[src/design/gbss_pkg.sv]
// Shared types, widths and index helpers for the scalar source block.
`default_nettype none
package gbss_pkg;

    localparam int IDX_W  = 2;
    localparam int VAL_W  = 32;
    localparam int OUT_W  = 64;
    localparam int MIX_W  = 64;
    localparam int ACC_W  = 128;
    localparam int LIMB_W = 32;
    localparam int PROD_W = 2 * (LIMB_W + 1);
    localparam int SH_W   = $clog2(ACC_W);
    localparam int PACK_W = 2 * IDX_W;

    localparam logic [OUT_W-1:0] OUT_MAX = {1'b0, {(OUT_W-1){1'b1}}};
    localparam logic [OUT_W-1:0] OUT_MIN = {1'b1, {(OUT_W-1){1'b0}}};

    typedef logic [IDX_W-1:0] t_idx;

    typedef enum logic [1:0] {
        SRC_STORE,
        SRC_MIX,
        SRC_TRACE,
        SRC_KSCALE
    } t_src;

    typedef struct packed {
        logic       mac;
        logic       clear;
        logic       emit;
        logic       clr_tr;
        logic       load_tr2;
        t_src       src;
        t_idx       idx_a;
        t_idx       idx_b;
        t_idx       idx_d;
        logic [1:0] limb_a;
        logic       limb_b;
    } t_cmd;

    typedef struct packed {
        logic load;
        logic finish;
        t_cmd cmd;
    } t_ctl;

    typedef struct packed {
        logic out_busy;
    } t_stat;

    // Packed upper-triangle slot of a symmetric pair, in either index order.
    function automatic logic [PACK_W-1:0] pack_sym(input t_idx r, input t_idx c, input int dim);
        int lo;
        int hi;
        int p;
        lo = (r <= c) ? int'(r) : int'(c);
        hi = (r <= c) ? int'(c) : int'(r);
        p  = lo * dim - ((lo * (lo + 1)) >>> 1) + hi;
        return PACK_W'(p);
    endfunction

    function automatic logic [PACK_W-1:0] mix_index(input t_idx r, input t_idx c, input int dim);
        int p;
        p = int'(r) * dim + int'(c);
        return PACK_W'(p);
    endfunction

endpackage
`default_nettype wire

[src/design/gbss_ctrl.sv]
// Controller: input handshake and the command sequence for one point's evaluation.
`default_nettype none
module gbss_ctrl #(
    parameter int SPACETIME_DIM = 4
) (
    input  wire logic            i_clk,
    input  wire logic            i_rst_n,
    input  wire logic            i_in_valid,
    input  wire logic            i_last_pair,
    input  wire gbss_pkg::t_stat i_stat,
    output logic                 o_in_stall,
    output gbss_pkg::t_ctl       o_ctl
);

    typedef enum logic [3:0] {
        S_IDLE,
        S_MIX,
        S_MIX_END,
        S_DRAIN,
        S_TR2,
        S_LOAD,
        S_KSCALE,
        S_SQ,
        S_FINISH
    } t_state;

    localparam gbss_pkg::t_idx LAST_IDX = gbss_pkg::t_idx'(SPACETIME_DIM - 1);

    t_state         r_state, n_state;
    t_state         r_after, n_after;
    logic           r_wait, n_wait;
    gbss_pkg::t_idx r_a, n_a;
    gbss_pkg::t_idx r_b, n_b;
    gbss_pkg::t_idx r_d, n_d;
    logic [1:0]     r_k, n_k;
    gbss_pkg::t_cmd r_cmd, n_cmd;
    logic           r_finish, n_finish;
    logic           r_stall, n_stall;
    logic           accept;

    assign accept = i_in_valid && !r_stall;

    always_comb begin
        n_state  = r_state;
        n_after  = r_after;
        n_wait   = r_wait;
        n_a      = r_a;
        n_b      = r_b;
        n_d      = r_d;
        n_k      = r_k;
        n_cmd    = '0;
        n_finish = 1'b0;
        n_stall  = r_stall;
        case (r_state)
            S_IDLE: begin
                if (accept && i_last_pair) begin
                    n_stall = 1'b1;
                    n_state = S_MIX;
                    n_a     = '0;
                    n_b     = '0;
                    n_d     = '0;
                end
            end
            S_MIX: begin
                n_cmd.mac    = 1'b1;
                n_cmd.clear  = (r_b == '0);
                n_cmd.emit   = (r_b == '0) && ((r_a != '0) || (r_d != '0));
                n_cmd.clr_tr = (r_b == '0) && (r_a == '0) && (r_d == '0);
                n_cmd.src    = gbss_pkg::SRC_STORE;
                n_cmd.idx_a  = r_a;
                n_cmd.idx_b  = r_b;
                n_cmd.idx_d  = r_d;
                if (r_b == LAST_IDX) begin
                    n_b = '0;
                    if (r_d == LAST_IDX) begin
                        n_d = '0;
                        if (r_a == LAST_IDX) begin
                            n_state = S_MIX_END;
                        end else begin
                            n_a = r_a + 1'b1;
                        end
                    end else begin
                        n_d = r_d + 1'b1;
                    end
                end else begin
                    n_b = r_b + 1'b1;
                end
            end
            S_MIX_END: begin
                n_cmd.emit = 1'b1;
                n_state    = S_DRAIN;
                n_after    = S_TR2;
                n_wait     = 1'b1;
                n_k        = '0;
            end
            S_DRAIN: begin
                if (!r_wait) begin
                    n_state = r_after;
                end else begin
                    n_wait = 1'b0;
                end
            end
            S_TR2: begin
                n_cmd.mac    = 1'b1;
                n_cmd.clear  = (r_k == 2'd0);
                n_cmd.src    = gbss_pkg::SRC_TRACE;
                n_cmd.limb_a = {1'b0, r_k[1]};
                n_cmd.limb_b = r_k[0];
                n_k          = r_k + 1'b1;
                if (r_k == 2'd3) begin
                    n_state = S_LOAD;
                end
            end
            S_LOAD: begin
                n_cmd.load_tr2 = 1'b1;
                n_state        = S_DRAIN;
                n_after        = S_KSCALE;
                n_wait         = 1'b1;
                n_k            = '0;
            end
            S_KSCALE: begin
                n_cmd.mac    = 1'b1;
                n_cmd.src    = gbss_pkg::SRC_KSCALE;
                n_cmd.limb_a = r_k;
                n_k          = r_k + 1'b1;
                if (r_k == 2'd3) begin
                    n_state = S_SQ;
                    n_a     = '0;
                    n_d     = '0;
                end
            end
            S_SQ: begin
                n_cmd.mac    = 1'b1;
                n_cmd.src    = gbss_pkg::SRC_MIX;
                n_cmd.idx_a  = r_a;
                n_cmd.idx_d  = r_d;
                n_cmd.limb_a = {1'b0, r_k[1]};
                n_cmd.limb_b = r_k[0];
                n_k          = r_k + 1'b1;
                if (r_k == 2'd3) begin
                    if (r_d == LAST_IDX) begin
                        if (r_a == LAST_IDX) begin
                            n_state = S_DRAIN;
                            n_after = S_FINISH;
                            n_wait  = 1'b1;
                        end else begin
                            n_a = r_a + 1'b1;
                            n_d = r_a + 1'b1;
                        end
                    end else begin
                        n_d = r_d + 1'b1;
                    end
                end
            end
            S_FINISH: begin
                if (!i_stat.out_busy) begin
                    n_finish = 1'b1;
                    n_stall  = 1'b0;
                    n_state  = S_IDLE;
                end
            end
            default: begin
                n_state = S_IDLE;
            end
        endcase
    end

    always_ff @(posedge i_clk) begin
        if (!i_rst_n) begin
            r_state  <= S_IDLE;
            r_after  <= S_IDLE;
            r_wait   <= 1'b0;
            r_a      <= '0;
            r_b      <= '0;
            r_d      <= '0;
            r_k      <= '0;
            r_cmd    <= '0;
            r_finish <= 1'b0;
            r_stall  <= 1'b0;
        end else begin
            r_state  <= n_state;
            r_after  <= n_after;
            r_wait   <= n_wait;
            r_a      <= n_a;
            r_b      <= n_b;
            r_d      <= n_d;
            r_k      <= n_k;
            r_cmd    <= n_cmd;
            r_finish <= n_finish;
            r_stall  <= n_stall;
        end
    end

    assign o_in_stall   = r_stall;
    assign o_ctl.load   = accept;
    assign o_ctl.finish = r_finish;
    assign o_ctl.cmd    = r_cmd;

endmodule
`default_nettype wire

[config.mk]
export PLATFORM = sky130hd
export DESIGN_NAME = gbss_ctrl
export DESIGN_NICKNAME = d
export VERILOG_FILES = /design/src/design/gbss_pkg.sv /design/src/design/gbss_ctrl.sv
export SDC_FILE = /design/constraint.sdc
export NUM_CORES = 1
export LEC_CHECK = 0
export ABC_AREA = 1
export BUFFER_PORTS_ARGS = -buffer_cell sky130_fd_sc_hd__buf_2
export CORE_MARGIN = 2
export CORE_UTILIZATION = 59
export CTS_BUF_LIST = sky130_fd_sc_hd__clkbuf_8
export DETAILED_ROUTE_END_ITERATION = 10
export GPL_ROUTABILITY_DRIVEN = 0
export PLACE_DENSITY = 0.82
export SLEW_MARGIN = 10
export SYNTH_ARGS = -nofsm -noshare
export SYNTH_HDL_FRONTEND = slang
export SYNTH_SLANG_ARGS = --single-unit
[constraint.sdc]
create_clock -name i_clk -period 1.8 [get_ports i_clk]
set_input_delay 0.18 -clock i_clk [delete_from_list [all_inputs] [get_ports i_clk]]
set_output_delay 0.18 -clock i_clk [all_outputs]
set_load 0.005 [all_outputs]
# Word-level counts from Yosys, hierarchy flattened

Index checks and enable logic that the tools add are counted.

Add/sub/neg operators: 4
Eq/ne operators: 24
Multiplexer cells: 46
Reductions and logical operators: 36

Operator list:

| kind                                                            | number |
|---|---|
| 4-bit two-way mux                                               | 14 |
| 4-bit one-hot mux with 8 select lines                           | 1 |
| 2-bit two-way mux                                               | 12 |
| 2-bit != test, second input constant                            | 11 |
| 4-bit by 3-bit == test with 1-bit output, second input constant | 4 |
| 2-bit one-hot mux with 4 select lines                           | 2 |
| 2-bit one-hot mux with 2 select lines                           | 3 |
| 4-bit one-hot mux with 3 select lines                           | 1 |
| 11-bit AND reduction                                            | 1 |
| 2-bit AND reduction                                             | 5 |
| 2-bit nonzero test                                              | 5 |
| 2-bit by 1-bit adder with 2-bit output, second input constant   | 4 |
| 2-bit == test, second input constant                            | 4 |
| 4-bit by 2-bit == test with 1-bit output, second input constant | 2 |
| 2-bit logical NOT                                               | 4 |
| 1-bit two-way mux                                               | 8 |
| 4-bit AND reduction                                             | 2 |
| 1-bit one-hot mux with 2 select lines                           | 3 |
| 2-bit one-hot mux with 3 select lines                           | 1 |
| 6-bit AND reduction                                             | 1 |
| 3-bit nonzero test                                              | 2 |
| 2-bit OR reduction                                              | 3 |
| 1-bit logical AND                                               | 5 |
| 5-bit AND reduction                                             | 1 |
| other kinds (11)                                                | 11 |

Register bits after elaboration: 35
Output and inout port bits: 19

# Longest topological paths before layout

Gate-level depths: netlist of the first run.

Depth in word-level cells: 5
Mapped depth: 10

# Least setup slack after synthesis of the first run

Ideal clock, no wire load.

Kind: register -> register
From: register r_d[0]
To: register r_state[3]
Setup time: 0.115 ns
Data arrival time: 1.230 ns
Data required time: 1.685 ns
Slack: 0.455 ns
Cell stages (with the launch flop): 9
Buffers on the path: 0
Period minus slack after synthesis: 1.345 ns
Cells stage by stage: dfxtp_1 -> ha_1 -> nand2_1 -> nand3_1 -> nand3_1 -> nor2_4 -> nand3_1 -> nand2_1 -> nor2_1

Word-level cells in the longest chain between the ends: 3

RTL lines:

| item                                      | line                              | source |
|---|---|---|
| start: declaration                        | gbss_ctrl.sv:34                   | `gbss_pkg::t_idx r_d, n_d;` |
| start signal: assignment                  | gbss_ctrl.sv:186                  | `r_d <= n_d;` |
| 2-bit == test (*)                         | gbss_ctrl.sv:75, gbss_ctrl.sv:141 |  |
| 2-bit != test (no source line)            | --                                |  |
| 11-bit AND reduction (no source line) (*) | --                                |  |
| end signal: assignment                    | gbss_ctrl.sv:181                  | `r_state <= n_state;` |
| end: declaration                          | gbss_ctrl.sv:29                   | `t_state r_state, n_state;` |

Mark *: on every way between the ends. The rest lies on a longest branch, timed or not.
A chain may end at the register's enable or synchronous reset.

# Worst setup path after layout of the first run

From: register r_state[2]
To: register r_a[1]

Word-level cells in the longest chain between the ends: 3

RTL lines:

| item                                                                        | line             | source |
|---|---|---|
| 4-bit by 3-bit == test with 1-bit output (tied with other cells)            | gbss_ctrl.sv:54  | `case (r_state)` |
| 4-bit nonzero test (no source line) / 2-bit != test (equally long branches) | --               |  |
| 5-bit AND reduction (no source line)                                        | --               |  |
| end signal: assignment                                                      | gbss_ctrl.sv:184 | `r_a <= n_a;` |
| end: declaration                                                            | gbss_ctrl.sv:32  | `gbss_pkg::t_idx r_a, n_a;` |

Several ways; a longest one is shown, not always the timed one.

==> metrics.md, run 1 <==
| Metric | Value |
|---|---|
| Worst Reg-to-Reg Cells | `9` |
| Critical Path Start Type | `flip-flop` |
| Clk_lat worst skew | `0.28 ns` |
| Slew margin rel. | `0.762` |
| PostCTS Resize Cnt | `0` |
| Die Span X | `57.4 um` |
| Crit path DAT | `1.72 ns` |
| DRT Wirelength | `3510 um` |
| Most used DFF post-synth | `dfxtp_1` |
| Clk_skew | `0.00283 ns` |
| Clk sink count | `34` |
| Vias per cell | `5.20` |
| Core area | `0.00273 mm^2` |
| Final antenna-violating net count | `0` |
| Drt drc | `0` |
| Max Root-Sink Buffers | `2` |
| Yosys top cell by area | `dfxtp_1` |
| Total track usage | `0.235` |
| Met1 Use GR | `0.315` |
| First-pass GRT wire length | `5940 um` |
| Peak supply drop | `0.00113 V` |
| Design Area, Final | `0.00191 mm^2` |
| Critical path peak fanout | `8` |
| RSZ-0062 raised after global routing | `no` |
| Most frequent cells after synthesis | `nand2_1 (50), nor2_1 (46), dfxtp_1 (34), inv_1 (34), nand3_1 (19)` |
| Vias in the first global route | `1358` |
| Diode count | `0` |
| Class of the worst hold path | `in2reg` |
| Htree depth | `2` |
| I/O pins | `24` |
| Die span in y | `57.4 um` |
| Largest net degree at the start of global routing | `17` |
| Worst Hold Depth | `4` |
| Cells after DPL | `291` |
| Post-synthesis cell count | `241` |
| Syn Area/Cell | `6.99 um^2` |
| Global route hottest layer | `met2` |
| Met2 usage | `0.372` |
| Fin crit period | `1.55 ns` |
| Die area | `0.00330 mm^2` |
| Layout Area Growth over Synthesis | `13.2%` |
| CTS Buf Count | `5` |
| CTS tree | `built` |
| Antenna violations before repair | `0` |
| Area share of the largest cell type after synthesis | `0.404` |
| Grt ovf | `0` |
| Slew @ Worst Pin | `0.356 ns` |
| Status | `finished, final reports clean` |
| Site Rows | `19` |
| Setup Buffers After CTS | `0` |
| Fraction of layout cells with a size suffix above 1 | `0.187` |
| Final Net Count | `280` |
| Period utilisation layout | `0.862` |
| Ys async rst share | `0` |
| Input/output buffers | `23` |
| GRT met3 Usage | `0.0499` |
| Max Clk Rate | `0.645 GHz` |
| Setup CP Type | `reg2reg` |
| CTS Hold Bufs | `0` |
| Required time worst endpoint | `1.97 ns` |
| Wire length per cell | `11.7 um` |
| Initial Util | `0.616` |
| Mapped cell area | `0.00169 mm^2` |
| Vias | `1556` |
| MaxCap Viol Count | `0` |
| Yosys reg bits | `34` |
| Synth area leaders | `dfxtp_1 (40%), nand2_1 (11%), nor2_1 (10%)` |
| CTS root buffer | `clkbuf_8` |
| First-pass iteration count of the detailed router | `4` |
| CTS clk-pin slew, worst paths | `0.07 ns` |
| Fin. max-slew vios | `0` |
| Final cell count without fillers | `299` |
| Crit end category | `flip-flop` |
| Ys Warns | `0` |
| Post-synth EDFFs | `0` |
| Final design utilization | `0.698` |
| Placed Area | `0.00182 mm^2` |
| Most frequent cell after synthesis | `nand2_1` |
| Dpl hpwl | `2590 um` |
| Final Hold Vio Count | `0` |
| Setup TNS | `0 ns` |
| Syn_nets | `254` |
| Pwr dens | `1480 mW/mm^2` |
| LEAKAGE | `0.962 nW` |
| Final setup viols | `0` |
| Seq/Total Area, Yosys | `0.404` |
| Post-synth cell types | `25` |
| DRT iter0 DRCs | `58` |
-- worst max-delay path, cell delays in order (launching register included) --
cell	delay [ns]
dfxtp_1	0.48
inv_2	0.11
nor2_4	0.21
nand3_1	0.15
nand2_2	0.13
clkinv_1	0.10
nand2_1	0.09
nor2_2	0.04
nor2_1	0.08
nor2_1	0.05
-- per-layer routing --
layer | part of all wire | vias up | routed length [um]
li1 | - | 798 | -
met3 | 0.063 | 15 | 220
met1 | 0.45 | 680 | 1570
met5 | 0 | - | 0
met4 | 0.024 | 0 | 85
met2 | 0.47 | 63 | 1640
-- cell families (layout without fill, tap and decap cells) --
group                    count (synthesis)  count (layout)  synth area share
AND/OR/NAND/NOR                        136             136             0.370
adder cells (fa/ha/maj)                  8               8            0.0594
buffers and inverters                   42              69             0.100
AO/OA/AOI/OAI                           21              21            0.0668
flip-flops                              34              34             0.404
-- layout by cell type (no fill, tap or decap), drive strengths merged --
cell    netlist  layout
nand2        56      56
nor2         53      53
inv          36      37
dfxtp        34      34
buf           3      24
nand3        21      21
a21oi        13      13
ha            8       8
clkbuf        2       6
o21ai         6       6
nand4         2       2
nor3          2       2
clkinv        1       2
and2          1       1
nand3b        1       1
o22ai         1       1
o211ai        1       1
-- path summary, 6_finish.rpt --
check,startpoint,end,slack [ns]
max reg2reg,r_state[2]$_SDFFE_PN0P_,r_a[1]$_SDFFE_PN0P_,0.25
min reg2reg,r_after[2]$_SDFFE_PN0P_,r_after[2]$_SDFFE_PN0P_,0.45
min,i_stat,r_finish$_SDFF_PN0_,0.19
max,r_state[2]$_SDFFE_PN0P_,r_a[1]$_SDFFE_PN0P_,0.25
-- sequential cells by signal, summed over array words and instances, names as in the netlist --
register	count
o_ctl	16
o_in_stall	1
r_a	2
r_after	3
r_b	2
r_d	2
r_finish	1
r_k	2
r_state	4
r_wait	1
-- final cells by class --
cell class	instances	area, um^2
well taps	31	38.8
fillers	242	826
multi-input cells	165	836
clock buffers	6	82.6
clock inverters	2	8.76
flip-flops and latches	34	681
repair buffers	24	123
inverters	37	139
-- stage by stage --
stage               power (mW)  setup slack, ns  hold slack [ns]
floorplan                 1.98            0.455            0.346
global placement          2.23            0.377            0.440
detailed placement        2.25            0.304            0.451
CTS                       2.82            0.261            0.191
global route              3.06           0.0937            0.235
finish                    2.82            0.249            0.191
-- power by group --
part | internal, mW | total, mW | switching (mW) | leakage (nW)
combinational | 0.440 | 1.26 | 0.816 | 0.633
clock | 0.302 | 0.559 | 0.256 | 0.0524
sequential | 0.893 | 1.00 | 0.112 | 0.277
No activity file was read; power rests on OpenSTA's default activity.
==> run 2: changes to the inputs <==
- CTS_BUF_LIST: sky130_fd_sc_hd__clkbuf_8 -> sky130_fd_sc_hd__clkbuf_2
- clock period: 1.8 -> 1.6 ns (I/O delays scaled with it)
==> metrics.md, run 2 (same netlist as run 1, synthesis figures left out) <==
| Metric | Value |
|---|---|
| Status | `finished, final reports clean` |
| DRT iter0 DRCs | `54 (-6.9%)` |
| Core area | `0.00273 mm^2 (unchanged)` |
| Crit. Startpoint | `r_state[1]$_SDFFE_PN0P_` |
| Pwr dens | `1560 mW/mm^2 (+5.5%)` |
| Setup TNS | `0 ns (unchanged)` |
| Max Root-Sink Buffers | `2 (unchanged)` |
| Fin. max-slew vios | `0 (unchanged)` |
| Vias in the first global route | `1346 (-0.88%)` |
| CTS Hold Bufs | `0 (unchanged)` |
| Htree depth | `2 (unchanged)` |
| Critical path peak fanout | `7 (-1)` |
| Final Net Count | `280 (unchanged)` |
| RSZ-0062 raised after global routing | `no` |
| Dpl hpwl | `2470 um (-4.5%)` |
| Fraction of layout cells with a size suffix above 1 | `0.205 (+0.0187)` |
| Final setup viols | `0 (unchanged)` |
| Vias | `1523 (-2.1%)` |
| Slew margin rel. | `0.778 (+0.0161)` |
| First-pass iteration count of the detailed router | `4 (unchanged)` |
| Die Span X | `57.4 um (unchanged)` |
| Slew @ Worst Pin | `0.332 ns (-0.0238 ns)` |
| CTS root buffer | `clkbuf_2` |
| Clk sink count | `34 (unchanged)` |
| Antenna violations before repair | `0 (unchanged)` |
| Crit path DAT | `1.76 ns (+0.04 ns)` |
| LEAKAGE | `0.940 nW (-2.3%)` |
| Class of the worst hold path | `in2reg` |
| Die area | `0.00330 mm^2 (unchanged)` |
| Input/output buffers | `23 (unchanged)` |
| WL met2 | `1440 um (-12%)` |
| Multi-input logic area | `848 um^2 (+1.5%)` |
| First-pass GRT wire length | `5510 um (-7.3%)` |
| Period utilisation layout | `0.905 (+0.0430)` |
| Layout Area Growth over Synthesis | `11.1%` |
| MaxCap Viol Count | `0 (unchanged)` |
| Site Rows | `19 (unchanged)` |
| Clk_skew | `0.0234 ns (+0.0206 ns)` |
| Fill cell count | `246 (+1.7%)` |
| Die span in y | `57.4 um (unchanged)` |
| Final antenna-violating net count | `0 (unchanged)` |
| Met3 routed WL | `158 um (-28%)` |
| Worst hold start | `i_stat` |
| Worst reg2reg startpoint | `r_state[1]$_SDFFE_PN0P_` |
| Grt ovf | `0 (unchanged)` |
| CTS clk-pin slew, worst paths | `0.16 ns (+0.09 ns)` |
| Final Hold Vio Count | `0 (unchanged)` |
| Total track usage | `0.213 (-0.0217)` |
| Most frequent cells in the layout | `nand2_1 (50), nor2_1 (46), inv_1 (34)` |
| Fin crit period | `1.45 ns (-0.103 ns)` |
| I/O pins | `24 (unchanged)` |
| Crit end category | `flip-flop` |
| FF+latch area | `686 um^2 (+0.74%)` |
| CTS tree | `built` |
| Initial Util | `0.616 (unchanged)` |
| Pre-CTS setup slack | `0.103 ns (-0.201 ns)` |
| Vias per cell | `5.09 (-2.1%)` |
| Setup WS post-layout | `0.153 ns (-0.0965 ns)` |
| Clk_lat worst skew | `0.38 ns (+0.10 ns)` |
| Max Used Layer | `met4` |
| Largest net degree at the start of global routing | `18 (+1)` |
| CTS Buf Count | `5 (unchanged)` |
| DRT Wirelength | `3270 um (-6.9%)` |
| Critical Path Start Type | `flip-flop` |
| Setup CP Type | `reg2reg` |
| Metal-1 WL | `1580 um (+0.83%)` |
| Most common cell after layout, fill and taps aside | `nand2_1` |
| Required time worst endpoint | `1.91 ns (-0.06 ns)` |
| Diode count | `0 (unchanged)` |
| Max FFs per register | `16 (unchanged)` |
| Wire length per cell | `10.9 um (-6.9%)` |
| Max Clk Rate | `0.691 GHz (+7.1%)` |
| Peak supply drop | `0.000986 V (-12%)` |
| Drt drc | `0 (unchanged)` |
| Total Power | `2.92 mW (+3.6%)` |
-- run 2: critical path, cell delays in order, from the launching register on --
cell	delay, ns
dfxtp_1	0.50
nand2_1	0.12
nor2_2	0.27
nand2_4	0.11
nand3b_1	0.19
nand2_1	0.07
a21oi_1	0.13
-- run 2: final cells by class --
class	count	share of cell area
multi-input combinational	165	0.453
sequential	34	0.366
tap	31	0.0207
clock inverter	2	0.00468
inverter	37	0.0741
timing repair buffer	24	0.0655
clock buffer	6	0.0160
-- run 2: final timing paths --
path	endpoint	slack (ns)	cells past startpoint
setup / recovery	r_after[1]$_SDFFE_PN0P_	0.15	6
hold / removal	r_finish$_SDFF_PN0_	0.05	4
hold reg to reg	r_after[2]$_SDFFE_PN0P_	0.47	2
setup reg to reg	r_after[1]$_SDFFE_PN0P_	0.15	6
-- run 2: through the flow --
| stage | instance area [um^2] | hold slack, ns | std cells | utilization |
|---|---|---|---|---|
| 6_report | 1870 | 0.0511 | 299 | 0.685 |
| 5_1_grt | 1870 | 0.0545 | 299 | 0.685 |
| 4_1_cts | 1860 | 0.0491 | 299 | 0.679 |
| 3_5_place_dp | 1820 | 0.442 | 291 | 0.665 |
| 3_3_place_gp | 1820 | 0.438 | 291 | 0.665 |
| 2_1_floorplan | 1690 | 0.326 | 241 | - |
-- run 2: power breakdown --
group,leakage [nW],switching [mW],internal (mW)
Combinational,0.631,0.901,0.499
Clock,0.0304,0.276,0.107
Sequential,0.278,0.128,1.01
-- run 2: layer usage --
metal	GRT usage	up-vias
met2	0.318	40
met3	0.0454	11
li1	-	794
met1	0.285	678
met4	0.120	0
met5	0	-
-- run 2: repair_timing --
item	4_1_cts	5_1_grt
setup buffers	0	0
resized for setup	0	6
setup endpoints to repair	0	5
